==> config.mk <==
export PLATFORM = sky130hd
export DESIGN_NAME = swm_cell
export DESIGN_NICKNAME = d
export VERILOG_FILES = /design/src/rtl/core/swm_pkg.sv /design/src/rtl/core/swm_cell.sv
export SDC_FILE = /design/constraint.sdc
export NUM_CORES = 1
export LEC_CHECK = 0
export BUFFER_PORTS_ARGS = -buffer_cell sky130_fd_sc_hd__clkbuf_2
export CORE_ASPECT_RATIO = 1.75
export CORE_MARGIN = 1.5
export CORE_UTILIZATION = 27
export DETAILED_ROUTE_END_ITERATION = 12
export GPL_ROUTABILITY_DRIVEN = 0
export GPL_TIMING_DRIVEN = 0
export PLACE_DENSITY = 0.59
export SLEW_MARGIN = 20
export SYNTH_ARGS = -nofsm -noshare
export SYNTH_HDL_FRONTEND = slang
export SYNTH_SLANG_ARGS = --single-unit
export TNS_END_PERCENT = 50
==> constraint.sdc <==
create_clock -name i_clk -period 4.14 [get_ports i_clk]
set_input_delay 0.621 -clock i_clk [delete_from_list [all_inputs] [get_ports i_clk]]
set_output_delay 0.621 -clock i_clk [all_outputs]
set_load 0.005 [all_outputs]
==> src/rtl/core/swm_pkg.sv <==
// ---------------------------------------------------------------------------
// swm_pkg: shared types and constants for the sliding window max block
// Sample and count widths, the window length reset value and the
// selector result struct.
// ---------------------------------------------------------------------------
`default_nettype none

package swm_pkg;

    localparam int MAX_WINDOW  = 64;
    localparam int SAMPLE_BITS = 32;
    localparam int LEN_BITS    = 7;
    localparam int CNT_BITS    = $clog2(MAX_WINDOW + 1);
    localparam int IDX_BITS    = (MAX_WINDOW > 1) ? $clog2(MAX_WINDOW) : 1;

    localparam logic [LEN_BITS-1:0] LEN_RESET = LEN_BITS'(8);

    typedef logic signed [SAMPLE_BITS-1:0] t_sample;
    typedef logic [LEN_BITS-1:0]           t_len;
    typedef logic [CNT_BITS-1:0]           t_cnt;

    // window selector result for the current request
    typedef struct packed {
        logic    emit;
        t_sample window_max;
    } t_sel_res;

endpackage

`default_nettype wire

==> src/rtl/core/swm_cell.sv <==
// ---------------------------------------------------------------------------
// swm_cell: one stage of the running max chain
// Cell k holds the largest of the last k+1 samples; on each request it
// takes the max of the new sample and its lower neighbor's value.
// ---------------------------------------------------------------------------
`default_nettype none

module swm_cell (
    input  wire logic            i_clk,
    input  wire logic            i_en,
    input  wire swm_pkg::t_sample i_sample,
    input  wire swm_pkg::t_sample i_nbr_max,
    output swm_pkg::t_sample     o_max
);
    import swm_pkg::*;

    t_sample r_max;
    t_sample n_max;

    always_comb begin
        n_max = (i_nbr_max > i_sample) ? i_nbr_max : i_sample;
    end

    always_ff @(posedge i_clk) begin
        if (i_en) begin
            r_max <= n_max;
        end
    end

    assign o_max = r_max;

endmodule

`default_nettype wire

Word-level counts from Yosys, hierarchy flattened
Index checks and enable logic that the tools add are counted.

storage, ports and cells
  register bits after elaboration = 32
  output and inout bits = 32
  word-level logic and storage cells = 3
  input bits = 66

operators by class
  $lt $le $gt $ge = 1
  muxes and demuxes = 1

operator list
  operator             number
  > comparator 32 bit  1
  2-to-1 mux 32 bit    1

Depth between registers and ports, before layout
  word-level depth = 2
  depth in mapped cells = 10
  depth with buffers taken out = 9

Worst setup path after synthesis
OpenSTA, ideal clock, no wires.

  path type = input -> register
  start point = input i_sample[31]
  end point = register r_max[10], in the netlist o_max[10] (data pin)
  library setup time = 0.260 ns
  cell stages on the path = 10
  arrival = 2.856 ns
  slack = 1.023 ns
  data required time = 3.880 ns
  path buffers = 1
  cells stage by stage = inv_1 ha_1 nand4_2 nor4_4 nand4_2 or3_1 o2111ai_1 o221a_4 buf_12 mux2_4

on the way
  word-level cells in the longest chain between the ends = 2

ends and longest elaborated chain
  what                  line            source
  from (decl)           swm_cell.sv:11  input wire swm_pkg::t_sample i_sample,
  > comparator 32 bit   swm_cell.sv:21  n_max = (i_nbr_max > i_sample) ? i_nbr_max : i_sample;
  2-to-1 mux 32 bit     swm_cell.sv:21
  named net n_max[10]   swm_cell.sv:18  t_sample n_max;
  to (signal assigned)  swm_cell.sv:26  r_max <= n_max;
  to (decl)             swm_cell.sv:17  t_sample r_max;

The timed path passes the listed nets, and every way through them passes these cells.
A chain may end at the register's enable or synchronous reset.

Worst setup path in the final report
  start point = input i_sample[31]
  end point = register r_max[15], in the netlist o_max[15] (data pin)

The elaborated chain is that of the path after synthesis.

==> impl_results.md <==
- Pins Over Slew Limit: 0
- Worst setup margin: approximately 0.96 ns
- Total Power: 1042 uW
- Core area: ~8400 sq um
- Clk root buf: clkbuf_16
- Post-synth top flop: edfxtp_1
- Syn Nets: approximately 280
- Remaining antenna violation count after routing: 0
- Share of synthesized flip-flops with an asynchronous set or reset: 0
- Commonest cells post-synth: 34 x inv_1, 32 x edfxtp_1, 32 x ha_1
- Final WL: around 5300 um
- FP Rows: 44
- Relative slew slack: 0.4130
- Die X-Extent: 73.52 um
- Post-cts resize count: 0
- Dpl hpwl: around 4400 um
- Largest cells by area after synthesis: edfxtp_1 41%, mux2_4 19%, ha_1 17%, inv_1 5.4%, buf_12 2.6%
- Vias: about 1700
- Vias in the first global route: between 1500 and 2000
- Critical path launch point type: primary input
- # DRC: 0
- Final hold violations: 0
- Sequential share of the synthesized area: 0.4089
- Yosys warns: 0
- Hold_buf cts: 0
- I/O Pins: between 90 and 100
- Antenna diodes: 0
- Dpl ws: ~0.60 ns
- Die area: just over 9000 sq um
- CP Data Required Time: 4.16 ns
- Hold Path Depth: 2
- Post-DR wirelength/cell: ~13 um
- Top-count cell post-synth: inv_1
- CP Class: in2reg
- # clock sinks: 32
- Flip-flop count of the largest register after layout: 32
- CTS tree: yes
- CTS HTree Levels: 2
- Setup TNS: 0 ns
- First-pass GRT wire length: slightly below 8000 um
- Number of synthesized flops with an enable pin: 32
- Share of post-route cells with drive strength above 1: 0.4982
- Hold Crit Endpoint: o_max[10]
- Peak VDD IR: roughly 140 uV
- HP Class: in2reg
- Area grow syn2layout: 32.59%
- Clock-pin transition on the worst setup and hold timing paths: 0.06 ns
- Starting density of the core: 0.2808
- Grt total ovfl: 0
- Post-CTS Setup Bufs: 0
- Largest net degree at the start of global routing: 33
- Final net count: approximately 380
- Cell area power density: between 300 and 400 nW/um^2
- RSZ-0062 raised after global routing: false
- Status: completed
- Slew @ Worst Pin: around 0.88 ns
- Inserted Clock Buffers: 5
- Clock Tree Buf Depth: 2
- Final core occ: 0.3723
- Final period utilization: 0.7684
- Hold_sp: i_sample[10]
- Die Ht: roughly 130 um
- Minimum clock period: 3.181 ns
- #FFs+latches synth: 32
- Fill count: 849
- Final-report setup violation count: 0
- Post-synth top area cell: edfxtp_1
- Input/output buffers: 97
- Antenna violations before repair: 0
- Fmax: about 310 MHz
- Max Cap Viol: 0
- Total GRT Usage: 0.1150
- P_leak: approximately 0.0016 uW
- Vias per cell: ~4.3
- Crit path max fanout: 10
- Worst Setup End Kind: flip-flop
- WP data arrival: between 3 and 4 ns
- Cell count after synthesis: 180
- Post-Syn Area: 2350 sq um
- Drt initial violations: 38
- Yosys top cell area share: 0.4089
- Syn Area/Cell: approximately 13 sq um
- Detailed Routing Iterations Pass 1: 3
- Yosys cell types: 26
## cells by family after synthesis
| group | Yosys count | synth area share |
|---|---|---|
| buffers and inverters | 37 | 0.07987 |
| AND/OR/NAND/NOR | 24 | 0.06336 |
| multiplexers | 32 | 0.2013 |
| flip-flops | 32 | 0.4089 |
| AO/OA/AOI/OAI | 23 | 0.07615 |
| adder cells (fa/ha/maj) | 32 | 0.1704 |
## how the worst max path moves through the flow
| stage | from | to | cells past startpoint |
|---|---|---|---|
| 4_1_cts | i_sample[31] | o_max[15] | 11 |
| 3_3_place_gp | i_sample[31] | o_max[15] | 11 |
| 3_5_place_dp | i_sample[31] | o_max[15] | 11 |
| 5_1_grt | i_sample[31] | o_max[15] | 11 |
| 2_1_floorplan | i_sample[31] | o_max[10] | 10 |
| 6_report | i_sample[31] | o_max[15] | 11 |
## area by class of cell
cell class	count	area, sq um	area share
well taps	115	143.9	0.04618
flip-flops and latches	32	960.9	0.3084
plain buffers	3	60.06	0.01928
multi-input cells	111	1201	0.3855
clock buffers	7	132.6	0.04257
clock inverters	1	3.754	0.001205
inverters	34	127.6	0.04096
repair buffers	97	485.5	0.1558
## worst max-delay path, cell delays in order
cell and delay [ns]:
clkbuf_2 0.09, inv_1 0.04, ha_1 0.35, nand4_2 0.20, nor4_4 0.40, nand4_2 0.19, or3_1 0.40, o2111ai_1 0.13
o221a_4 0.30, buf_12 0.17, mux2_4 0.31
## cells in the final DEF, fill, tap and decap left out, types with 2 or more instances in the layout
cell type   n
nand2_1     9
buf_12      3
nand3_1     3
mux2_2      2
clkbuf_2   97
a21o_1      3
a221oi_1    2
mux2_4     30
nand4_1     3
clkbuf_1    2
inv_1      34
o21ai_0     2
a21oi_1    11
clkbuf_16   5
edfxtp_1   32
nand4_2     2
ha_1       32
## per-stage QoR
step	std cells	hold slack (ns)	cell area (sq um)
3_5_place_dp	392	0.9416	2979
6_report	400	0.6549	3115
3_3_place_gp	392	0.9392	2979
4_1_cts	400	0.6477	3115
2_1_floorplan	180	0.7335	2350
5_1_grt	400	0.6527	3115
## per-layer routing
layer | global-route usage | vias up | share of wire | wire length (um)
met5 | 0 | - | 0 | 0
met4 | 0.05556 | 0 | 0.021 | 111
met3 | 0.02462 | 5 | 0.049 | 260
met2 | 0.2258 | 53 | 0.58 | 3067
met1 | 0.1045 | 782 | 0.35 | 1814
li1 | - | 863 | - | -
## report_power, final
part	internal, uW	switching, uW
logic	157	119
clock network	221	131
registers	404	8.72
total	782	259
No activity file was read; power rests on OpenSTA's default activity.
